### config.mk
export PLATFORM = sky130hd
export DESIGN_NAME = ubx_frame_decoder
export DESIGN_NICKNAME = d
export VERILOG_FILES = /design/src/ubx_pkg.sv /design/src/ubx_front.sv /design/src/ubx_queue.sv /design/src/ubx_back.sv /design/src/ubx_frame_decoder.sv
export SDC_FILE = /design/constraint.sdc
export NUM_CORES = 1
export LEC_CHECK = 0
export BUFFER_PORTS_ARGS = -buffer_cell sky130_fd_sc_hd__buf_2
export CAP_MARGIN = 30
export CORE_MARGIN = 5
export CORE_UTILIZATION = 40
export CTS_BUF_LIST = sky130_fd_sc_hd__clkbuf_16
export CTS_CLUSTER_DIAMETER = 120
export DETAILED_ROUTE_END_ITERATION = 8
export PLACE_DENSITY = 0.56
export SYNTH_ARGS = -nofsm -noshare
export SYNTH_HDL_FRONTEND = slang
export SYNTH_SLANG_ARGS = --single-unit
### constraint.sdc
create_clock -name clk -period 13.41 [get_ports clk]
set_clock_uncertainty 0.1 [all_clocks]
set_input_delay 2.682 -clock clk [delete_from_list [all_inputs] [get_ports clk]]
set_output_delay 2.682 -clock clk [all_outputs]
set_load 0.05 [all_outputs]
### src/ubx_pkg.sv
// Shared types and constants for the UBX frame decoder.
// Used by ubx_front, ubx_queue, ubx_back and ubx_frame_decoder; no dependencies.
`default_nettype none

package ubx_pkg;

    // Byte count saturates at this value
    localparam logic [16:0] POS_MAX = 17'h1FFFF;

    // Header bytes in front of the payload, and header plus checksum
    localparam logic [16:0] HEADER_LEN   = 17'd6;
    localparam logic [16:0] OVERHEAD_LEN = 17'd8;

    // Queue between front and back; depth is a power of two
    localparam int QUEUE_DEPTH = 2;
    localparam int QUEUE_PTR_W = $clog2(QUEUE_DEPTH);
    localparam int QUEUE_CNT_W = $clog2(QUEUE_DEPTH + 1);

    // Register indexes of the configuration port
    localparam logic [1:0] CFG_SYNC_FIRST      = 2'd0;
    localparam logic [1:0] CFG_SYNC_SECOND     = 2'd1;
    localparam logic [1:0] CFG_MAX_PAYLOAD_LEN = 2'd2;

    // Reset values of the configuration registers
    localparam logic [7:0]  SYNC_FIRST_RESET  = 8'd181;
    localparam logic [7:0]  SYNC_SECOND_RESET = 8'd98;
    localparam logic [15:0] MAX_LEN_RESET     = 16'd1024;

    // Role of a byte within the frame
    typedef enum logic [3:0] {
        KIND_SYNC_A,
        KIND_SYNC_B,
        KIND_CLASS,
        KIND_ID,
        KIND_LEN_LO,
        KIND_LEN_HI,
        KIND_PAYLOAD,
        KIND_CK_A,
        KIND_CK_B,
        KIND_IGNORE
    } byte_kind_t;

    // Final frame status
    typedef enum logic [2:0] {
        STATUS_OK           = 3'd0,
        STATUS_BAD_LENGTH   = 3'd1,
        STATUS_BAD_SYNC     = 3'd2,
        STATUS_TOO_LARGE    = 3'd3,
        STATUS_BAD_CHECKSUM = 3'd4
    } frame_status_t;

    // One classified byte, as handed from front to back
    typedef struct packed {
        logic [7:0]  data;
        byte_kind_t  kind;
        logic [15:0] index;      // payload position
        logic        last;       // last byte of the buffer
        logic        too_short;  // total count below the minimum frame
        logic        len_wrong;  // total count differs from 8 plus length
    } item_t;

endpackage

`default_nettype wire

### src/ubx_front.sv
// Front end: accepts raw bytes, tracks frame position and declared length,
// and classifies each byte. Depends on ubx_pkg.
`default_nettype none

module ubx_front (
    input  wire logic          clk,
    input  wire logic          rst_n,
    input  wire logic          in_valid,
    output logic               in_ready,
    input  wire logic [7:0]    data_byte,
    input  wire logic          frame_end,
    input  wire logic          push_ready,
    output logic               push_valid,
    output ubx_pkg::item_t     push_item
);
    import ubx_pkg::*;

    logic [16:0] pos_reg;
    logic [16:0] pos_next;
    logic [15:0] len_reg;
    logic [15:0] len_next;
    logic [16:0] pos_inc;
    logic [16:0] offset;
    logic        accept;
    byte_kind_t  kind;

    assign in_ready   = push_ready;
    assign push_valid = in_valid;
    assign accept     = in_valid && push_ready;

    // Classify the byte by its position
    always_comb
    begin
        offset   = pos_reg - HEADER_LEN;
        len_next = len_reg;
        case (pos_reg)
            17'd0: kind = KIND_SYNC_A;
            17'd1: kind = KIND_SYNC_B;
            17'd2: kind = KIND_CLASS;
            17'd3: kind = KIND_ID;
            17'd4:
            begin
                kind     = KIND_LEN_LO;
                len_next = {8'h00, data_byte};
            end
            17'd5:
            begin
                kind     = KIND_LEN_HI;
                len_next = {data_byte, len_reg[7:0]};
            end
            default:
            begin
                if (pos_reg == POS_MAX)
                    kind = KIND_IGNORE;
                else if (offset < {1'b0, len_reg})
                    kind = KIND_PAYLOAD;
                else if (offset == {1'b0, len_reg})
                    kind = KIND_CK_A;
                else if (offset == {1'b0, len_reg} + 17'd1)
                    kind = KIND_CK_B;
                else
                    kind = KIND_IGNORE;
            end
        endcase
    end

    // Advance the saturating count and judge the total on the last byte
    assign pos_inc  = (pos_reg == POS_MAX) ? pos_reg : pos_reg + 17'd1;
    assign pos_next = frame_end ? 17'd0 : pos_inc;

    always_comb
    begin
        push_item.data      = data_byte;
        push_item.kind      = kind;
        push_item.index     = offset[15:0];
        push_item.last      = frame_end;
        push_item.too_short = pos_inc < OVERHEAD_LEN;
        push_item.len_wrong = pos_inc != (OVERHEAD_LEN + {1'b0, len_next});
    end

    // Hold position state; clear it at the end of a frame
    always_ff @(posedge clk or negedge rst_n)
    begin
        if (!rst_n)
        begin
            pos_reg <= '0;
            len_reg <= '0;
        end
        else if (accept)
        begin
            pos_reg <= pos_next;
            len_reg <= frame_end ? 16'd0 : len_next;
        end
    end

endmodule

`default_nettype wire

### src/ubx_queue.sv
// Short FIFO of classified bytes between front and back.
// Depends on ubx_pkg.
`default_nettype none

module ubx_queue (
    input  wire logic          clk,
    input  wire logic          rst_n,
    input  wire logic          push_valid,
    output logic               push_ready,
    input  ubx_pkg::item_t     push_item,
    output logic               pop_valid,
    input  wire logic          pop_ready,
    output ubx_pkg::item_t     pop_item
);
    import ubx_pkg::*;

    item_t                    mem_reg [QUEUE_DEPTH];
    logic [QUEUE_PTR_W-1:0]   wr_ptr_reg;
    logic [QUEUE_PTR_W-1:0]   rd_ptr_reg;
    logic [QUEUE_CNT_W-1:0]   count_reg;
    logic [QUEUE_CNT_W-1:0]   count_next;
    logic                     push;
    logic                     pop;

    assign push_ready = count_reg != QUEUE_CNT_W'(QUEUE_DEPTH);
    assign pop_valid  = count_reg != '0;
    assign push       = push_valid && push_ready;
    assign pop        = pop_valid && pop_ready;
    assign pop_item   = mem_reg[rd_ptr_reg];

    always_comb
    begin
        count_next = count_reg;
        if (push && !pop)
            count_next = count_reg + QUEUE_CNT_W'(1);
        else if (pop && !push)
            count_next = count_reg - QUEUE_CNT_W'(1);
    end

    // Advance pointers and count
    always_ff @(posedge clk or negedge rst_n)
    begin
        if (!rst_n)
        begin
            wr_ptr_reg <= '0;
            rd_ptr_reg <= '0;
            count_reg  <= '0;
        end
        else
        begin
            if (push)
                wr_ptr_reg <= wr_ptr_reg + QUEUE_PTR_W'(1);
            if (pop)
                rd_ptr_reg <= rd_ptr_reg + QUEUE_PTR_W'(1);
            count_reg <= count_next;
        end
    end

    // Store entries
    always_ff @(posedge clk)
    begin
        if (push)
            mem_reg[wr_ptr_reg] <= push_item;
    end

endmodule

`default_nettype wire

### src/ubx_back.sv
// Back end: holds the configuration, runs sync check, field capture and
// Fletcher sums, and drives the registered result. Depends on ubx_pkg.
`default_nettype none

module ubx_back (
    input  wire logic          clk,
    input  wire logic          rst_n,
    input  wire logic          cfg_write,
    input  wire logic [1:0]    cfg_index,
    input  wire logic [15:0]   cfg_data,
    input  wire logic          pop_valid,
    output logic               pop_ready,
    input  ubx_pkg::item_t     pop_item,
    output logic               out_valid,
    input  wire logic          out_ready,
    output logic [7:0]         payload_byte,
    output logic               payload_valid,
    output logic [15:0]        payload_index,
    output logic               frame_done,
    output logic [2:0]         status,
    output logic [7:0]         message_class,
    output logic [7:0]         msg_id,
    output logic [15:0]        payload_length
);
    import ubx_pkg::*;

    // Configuration
    logic [7:0]    sync_first_reg;
    logic [7:0]    sync_second_reg;
    logic [15:0]   max_len_reg;

    // Frame state
    logic          sync_match_reg;
    logic          sync_match_next;
    logic [7:0]    class_reg;
    logic [7:0]    class_next;
    logic [7:0]    id_reg;
    logic [7:0]    id_next;
    logic [15:0]   length_reg;
    logic [15:0]   length_next;
    logic [7:0]    sum_a_reg;
    logic [7:0]    sum_a_next;
    logic [7:0]    sum_b_reg;
    logic [7:0]    sum_b_next;
    logic [15:0]   rcv_sums_reg;
    logic [15:0]   rcv_sums_next;
    logic          sum_en;
    frame_status_t frame_status;

    // Result register
    logic          out_valid_reg;
    logic [7:0]    payload_byte_reg;
    logic          payload_valid_reg;
    logic [15:0]   payload_index_reg;
    logic          frame_done_reg;
    frame_status_t status_reg;
    logic [7:0]    message_class_reg;
    logic [7:0]    msg_id_reg;
    logic [15:0]   payload_length_reg;
    logic          load;
    logic          is_payload;

    // Take a beat whenever the result register is free or draining
    assign load      = pop_valid && (!out_valid_reg || out_ready);
    assign pop_ready = load;

    // Configuration writes
    always_ff @(posedge clk or negedge rst_n)
    begin
        if (!rst_n)
        begin
            sync_first_reg  <= SYNC_FIRST_RESET;
            sync_second_reg <= SYNC_SECOND_RESET;
            max_len_reg     <= MAX_LEN_RESET;
        end
        else if (cfg_write)
        begin
            case (cfg_index)
                CFG_SYNC_FIRST:      sync_first_reg  <= cfg_data[7:0];
                CFG_SYNC_SECOND:     sync_second_reg <= cfg_data[7:0];
                CFG_MAX_PAYLOAD_LEN: max_len_reg     <= cfg_data;
                default:             ;
            endcase
        end
    end

    // Apply one classified byte to the frame state
    always_comb
    begin
        sync_match_next = sync_match_reg;
        class_next      = class_reg;
        id_next         = id_reg;
        length_next     = length_reg;
        rcv_sums_next   = rcv_sums_reg;
        sum_en          = 1'b0;
        case (pop_item.kind)
            KIND_SYNC_A: sync_match_next = pop_item.data == sync_first_reg;
            KIND_SYNC_B:
                sync_match_next = sync_match_reg && (pop_item.data == sync_second_reg);
            KIND_CLASS:
            begin
                class_next = pop_item.data;
                sum_en     = 1'b1;
            end
            KIND_ID:
            begin
                id_next = pop_item.data;
                sum_en  = 1'b1;
            end
            KIND_LEN_LO:
            begin
                length_next = {8'h00, pop_item.data};
                sum_en      = 1'b1;
            end
            KIND_LEN_HI:
            begin
                length_next = {pop_item.data, length_reg[7:0]};
                sum_en      = 1'b1;
            end
            KIND_PAYLOAD: sum_en = 1'b1;
            KIND_CK_A:    rcv_sums_next = {rcv_sums_reg[15:8], pop_item.data};
            KIND_CK_B:    rcv_sums_next = {pop_item.data, rcv_sums_reg[7:0]};
            default:      ;
        endcase
        sum_a_next = sum_en ? sum_a_reg + pop_item.data : sum_a_reg;
        sum_b_next = sum_en ? sum_b_reg + sum_a_next : sum_b_reg;
    end

    assign is_payload = pop_item.kind == KIND_PAYLOAD;

    // Rank the frame errors
    always_comb
    begin
        if (pop_item.too_short)
            frame_status = STATUS_BAD_LENGTH;
        else if (!sync_match_next)
            frame_status = STATUS_BAD_SYNC;
        else if (length_next > max_len_reg)
            frame_status = STATUS_TOO_LARGE;
        else if (pop_item.len_wrong)
            frame_status = STATUS_BAD_LENGTH;
        else if (rcv_sums_next != {sum_b_next, sum_a_next})
            frame_status = STATUS_BAD_CHECKSUM;
        else
            frame_status = STATUS_OK;
    end

    // Hold frame state; return it to reset after the last byte
    always_ff @(posedge clk or negedge rst_n)
    begin
        if (!rst_n)
        begin
            sync_match_reg <= 1'b1;
            class_reg      <= '0;
            id_reg         <= '0;
            length_reg     <= '0;
            sum_a_reg      <= '0;
            sum_b_reg      <= '0;
            rcv_sums_reg   <= '0;
        end
        else if (load)
        begin
            if (pop_item.last)
            begin
                sync_match_reg <= 1'b1;
                class_reg      <= '0;
                id_reg         <= '0;
                length_reg     <= '0;
                sum_a_reg      <= '0;
                sum_b_reg      <= '0;
                rcv_sums_reg   <= '0;
            end
            else
            begin
                sync_match_reg <= sync_match_next;
                class_reg      <= class_next;
                id_reg         <= id_next;
                length_reg     <= length_next;
                sum_a_reg      <= sum_a_next;
                sum_b_reg      <= sum_b_next;
                rcv_sums_reg   <= rcv_sums_next;
            end
        end
    end

    // Result valid flag
    always_ff @(posedge clk or negedge rst_n)
    begin
        if (!rst_n)
            out_valid_reg <= 1'b0;
        else if (load)
            out_valid_reg <= 1'b1;
        else if (out_ready)
            out_valid_reg <= 1'b0;
    end

    // Result payload
    always_ff @(posedge clk)
    begin
        if (load)
        begin
            payload_byte_reg   <= is_payload ? pop_item.data : 8'h00;
            payload_valid_reg  <= is_payload;
            payload_index_reg  <= is_payload ? pop_item.index : 16'h0000;
            frame_done_reg     <= pop_item.last;
            status_reg         <= pop_item.last ? frame_status : STATUS_OK;
            message_class_reg  <= pop_item.last ? class_next : 8'h00;
            msg_id_reg         <= pop_item.last ? id_next : 8'h00;
            payload_length_reg <= pop_item.last ? length_next : 16'h0000;
        end
    end

    assign out_valid      = out_valid_reg;
    assign payload_byte   = payload_byte_reg;
    assign payload_valid  = payload_valid_reg;
    assign payload_index  = payload_index_reg;
    assign frame_done     = frame_done_reg;
    assign status         = status_reg;
    assign message_class  = message_class_reg;
    assign msg_id         = msg_id_reg;
    assign payload_length = payload_length_reg;

endmodule

`default_nettype wire

### src/ubx_frame_decoder.sv
// Top level of the UBX frame decoder: front classifier, queue, back end.
// Depends on ubx_pkg, ubx_front, ubx_queue and ubx_back.
//
//   channel  | handshake           | beat contents
//   ---------+---------------------+---------------------------------------------
//   input    | in_valid/in_ready   | data_byte, frame_end
//   output   | out_valid/out_ready | payload_byte, payload_valid, payload_index,
//            |                     | frame_done, status, message_class, msg_id,
//            |                     | payload_length
//   config   | cfg_write           | cfg_index, cfg_data
//
// One byte per cycle sustained while out_ready stays high; each accepted byte yields
// one result, registered first in a queue entry and then in the result register.
// The two-entry queue lets the front keep accepting while a result waits.
// Reset is asynchronous and active low; configuration returns to its defaults.
// When out_ready is low the decoder holds up to three beats (two queued, one
// in the result register), then in_ready drops.
`default_nettype none

module ubx_frame_decoder (
    input  wire logic          clk,
    input  wire logic          rst_n,
    input  wire logic          cfg_write,
    input  wire logic [1:0]    cfg_index,
    input  wire logic [15:0]   cfg_data,
    input  wire logic          in_valid,
    output logic               in_ready,
    input  wire logic [7:0]    data_byte,
    input  wire logic          frame_end,
    output logic               out_valid,
    input  wire logic          out_ready,
    output logic [7:0]         payload_byte,
    output logic               payload_valid,
    output logic [15:0]        payload_index,
    output logic               frame_done,
    output logic [2:0]         status,
    output logic [7:0]         message_class,
    output logic [7:0]         msg_id,
    output logic [15:0]        payload_length
);
    import ubx_pkg::*;

    logic  push_valid;
    logic  push_ready;
    item_t push_item;
    logic  pop_valid;
    logic  pop_ready;
    item_t pop_item;

    // Classify incoming bytes
    ubx_front u_front (
        .clk        (clk),
        .rst_n      (rst_n),
        .in_valid   (in_valid),
        .in_ready   (in_ready),
        .data_byte  (data_byte),
        .frame_end  (frame_end),
        .push_ready (push_ready),
        .push_valid (push_valid),
        .push_item  (push_item)
    );

    // Decouple front and back
    ubx_queue u_queue (
        .clk        (clk),
        .rst_n      (rst_n),
        .push_valid (push_valid),
        .push_ready (push_ready),
        .push_item  (push_item),
        .pop_valid  (pop_valid),
        .pop_ready  (pop_ready),
        .pop_item   (pop_item)
    );

    // Check, sum and report
    ubx_back u_back (
        .clk            (clk),
        .rst_n          (rst_n),
        .cfg_write      (cfg_write),
        .cfg_index      (cfg_index),
        .cfg_data       (cfg_data),
        .pop_valid      (pop_valid),
        .pop_ready      (pop_ready),
        .pop_item       (pop_item),
        .out_valid      (out_valid),
        .out_ready      (out_ready),
        .payload_byte   (payload_byte),
        .payload_valid  (payload_valid),
        .payload_index  (payload_index),
        .frame_done     (frame_done),
        .status         (status),
        .message_class  (message_class),
        .msg_id         (msg_id),
        .payload_length (payload_length)
    );

endmodule

`default_nettype wire

==> flow_metrics.py <==
metrics = {
    "run": {
        "maxCapViolCount": 0,
    },
    "layout": {
        "stdcell_area_um2": 16190,
        "area_delta_synth_final_pct": 13.95,
        "fill_cells": 3338,
        "diodes": 0,
        "largest_register_ff_count": 62,
        "layout-drive-gt1-share_pct": 16.41,
        "fin_util_pct": 45.84,
        "nNetsFinal": 1516,
    },
    "clocking": {
        "cts_buffer_depth": 3,
        "clkSinkCount": 258,
        "cts_tree": "done",
        "clk_pin_slew_worst_paths_ps": 60,
        "cts-root-buf": "clkbuf_16",
        "cts_made_buffers": 30,
        "post_cts.repair.setup_buffers": 0,
        "worstSkewPairLatency_ps": 550,
        "ctsResizeCount": 0,
        "holdBufCountCts": 0,
        "htree_levels": 1,
    },
    "placement": {
        "portBuffers": 94,
        "place_congestion": 0.9357,
        "pre_cts_ws_ps": 8053,
        "hpwl_mm": 27.76,
        "placed_area_um2": 15250,
    },
    "power": {
        "power_density_nw_per_um2": 231.6,
        "p_leak_uw": 0.006820,
        "max-vdd-ir-drop_mv": 0.1699,
    },
    "yosys": {
        "synthCells": 1330,
        "synth_edf_count": 123,
        "synthArstFlopShare_pct": 52.33,
        "ys_seq_area_share_pct": 49.88,
        "yosys_warnings": 0,
        "synthDistinctLibCells": 82,
        "syn-num-nets": 1420,
        "ys.flop_type": "dfrtp_1",
        "syn_area_um2": 14200,
        "synth_seq_cells": 258,
        "syn_avg_cell_area_um2": 10.68,
    },
    "route": {
        "totalWireLength_mm": 38.55,
        "detail-route-antenna-nets": 0,
        "vias_per_cell": 5.531,
        "num_vias": 10569,
        "wl_per_cell_um": 20.17,
        "drcViolationCount": 0,
        "dr.first_iter.drc_count": 737,
        "drtPass1Iterations": 5,
    },
    "critical_path": {
        "crit_path_end_kind": "flop",
        "critPathArrivalTime_ps": 5640,
        "critPathRequiredTime_ps": 13600,
        "crit_buf_inv": 2,
        "worstSetupPathType": "flop to flop",
        "crit_slowest_cell": "mux2i_1",
        "start_kind": "flop",
        "cp_slowest_stage_delay_ps": 760,
        "path_cells": "mux2i_1 -> inv_1 -> ha_1 -> fa_1 -> xnor2_1 -> nor3_1 -> a21oi_1 -> inv_1 -> ha_1 -> nor2b_1 -> o21ai_0 -> a21boi_0 -> o21ai_0 -> a21boi_0 -> o31ai_1 -> xor2_1 -> nand4_1 -> o31a_1",
        "crit_family": "compound AO/OA/AOI/OAI gates",
        "cp_max_fo": 7,
    },
    "sta": {
        "setup_violations": 0,
        "max_clock_freq_mhz": 183.6,
        "min_period_ps": 5447,
        "period_share_pct": 40.62,
        "fin_setup_tns_ps": 0,
        "layout_setup_ws_ps": 7963,
        "tightest_slew_ps": 924.0,
        "slew_headroom_pct": 36.64,
        "finalMaxSlewViolations": 0,
        "rsz0062_at_grt": "no",
        "hold_violations": 0,
    },
    "global_routing": {
        "grt_antenna_before_repair": 0,
        "track_usage_pct": 19.48,
        "grt_pass1_wl_mm": 60.60,
        "grt_pass1_vias": 10461,
        "grt_max_degree": 87,
        "overflow": 0,
    },
    "floorplanning": {
        "die_x_um": 198.4,
        "ios": 95,
        "start_util_pct": 40.23,
        "fp.dieH_um": 198.4,
        "die_area_um2": 39380,
        "num_rows": 69,
        "core_um2": 35310,
    },
    "worst_hold_path": {
        "hold_path.class": "flop to flop",
    },
    "run_status": {
        "outcome": "finished clean",
    },
}
==> through the flow <==
step | total power (uW) | cells | hold slack (ps)
2_1_floorplan | 2510 | 1330 | 350.2
3_3_place_gp | 2976 | 1849 | 363.7
3_5_place_dp | 3010 | 1854 | 371.3
4_1_cts | 3771 | 1910 | 383.8
5_1_grt | 3985 | 1911 | 410.4
6_report | 3749 | 1911 | 380.8
==> cell usage after synthesis (4+ instances only) <==
cell type / n / area, um2
or2_2: 6 / 37.54
a211oi_1: 20 / 150.1
nand2b_1: 4 / 25.02
a22o_1: 40 / 350.3
buf_2: 4 / 20.02
nand2_1: 96 / 360.4
o211ai_1: 4 / 30.03
xor2_1: 24 / 210.2
nor4_1: 8 / 50.05
a22oi_1: 15 / 112.6
o21ai_0: 60 / 300.3
or3_1: 10 / 62.56
nand3_1: 22 / 110.1
and4_1: 4 / 35.03
nor2b_1: 4 / 25.02
ha_1: 56 / 700.7
dfstp_2: 10 / 262.8
a21o_1: 18 / 135.1
a32o_1: 12 / 120.1
inv_1: 78 / 292.8
dfrtp_1: 125 / 3128
o21ai_1: 7 / 35.03
o31ai_1: 11 / 82.58
a21oi_1: 53 / 265.3
nor2_1: 124 / 465.5
a31oi_1: 6 / 37.54
mux2_2: 37 / 416.7
o21a_1: 6 / 45.04
mux2i_1: 47 / 470.5
or4_1: 4 / 30.03
and3_1: 12 / 75.07
nor3_1: 33 / 165.2
nand4_1: 18 / 112.6
nor3b_1: 4 / 30.03
o22ai_1: 8 / 50.05
clkbuf_1: 49 / 183.9
xnor2_1: 94 / 823.3
edfxtp_1: 123 / 3694
==> tightest hold or removal path: stages (launching register included) <==
cell     delay [ps]
dfrtp_1         340
nand2_1          40
o21ai_0          60
==> logic make-up (layout without fill, tap and decap cells) <==
group	count (synthesis)	count (layout)	synth area share, %
XOR/XNOR	118	118	7.276
flip-flops	258	258	49.88
buffers and inverters	139	259	3.894
adder cells (fa/ha/maj)	58	58	5.215
AND/OR/NAND/NOR	371	371	12.59
multiplexers	84	84	6.246
AO/OA/AOI/OAI	302	302	14.91
==> layout make-up <==
cell class | instances | area, um2 | area share, %
Timing Repair Buffer | 123 | 726.9 | 4.491
Multi-Input combinational cell | 933 | 6585 | 40.68
Tap cell | 461 | 576.8 | 3.564
Clock inverter | 24 | 108.9 | 0.6725
Sequential cell | 258 | 7086 | 43.78
Clock buffer | 32 | 800.8 | 4.947
Inverter | 80 | 301.5 | 1.863
==> power breakdown <==
group	switching (uW)	leakage, uW	internal [uW]	total [uW]
combinational	1180	0.00345	604	1780
sequential	124	0.00288	1090	1220
clock	322	0.000497	427	749
total	1620	0.00682	2120	3750
==> layout by cell type (no fill, tap or decap), types with 32 or more instances in the layout <==
master and count:
dfrtp_1 124, nor2_1 123, edfxtp_1 123, nand2_1 96, buf_2 96, xnor2_1 94
inv_1 88, o21ai_0 60, ha_1 56, a21oi_1 53, mux2i_1 46, a22o_1 40
mux2_2 37, nor3_1 33, clkbuf_16 32
==> path summary, 6_finish.rpt <==
check	from	to	slack, ps	cells after the start
setup / recovery	u_queue.rd_ptr_reg$_DFFE_PN0P_	u_back.status[2]$_SDFFCE_PP0P_	7960	18
hold / removal	u_back.length_reg[0]$_DFFE_PN0P_	u_back.length_reg[0]$_DFFE_PN0P_	380	2
setup reg to reg	u_queue.rd_ptr_reg$_DFFE_PN0P_	u_back.status[2]$_SDFFCE_PP0P_	7960	18
hold reg to reg	u_back.length_reg[0]$_DFFE_PN0P_	u_back.length_reg[0]$_DFFE_PN0P_	380	2
max in group asynchronous	rst_n	u_queue.rd_ptr_reg$_DFFE_PN0P_	9910	2
min in group asynchronous	rst_n	u_back.length_reg[14]$_DFFE_PN0P_	2100	1
==> routing by layer <==
| metal | up-vias | track usage, % | part of all wire, % |
|---|---|---|---|
| met5 | - | 0 | 0 |
| li1 | 5065 | - | - |
| met2 | 290 | 32.71 | 47 |
| met1 | 5149 | 26.89 | 45 |
| met4 | 0 | 4.787 | 2.7 |
| met3 | 65 | 2.761 | 4.9 |
Note: power is estimated with default switching activity, not from simulation.
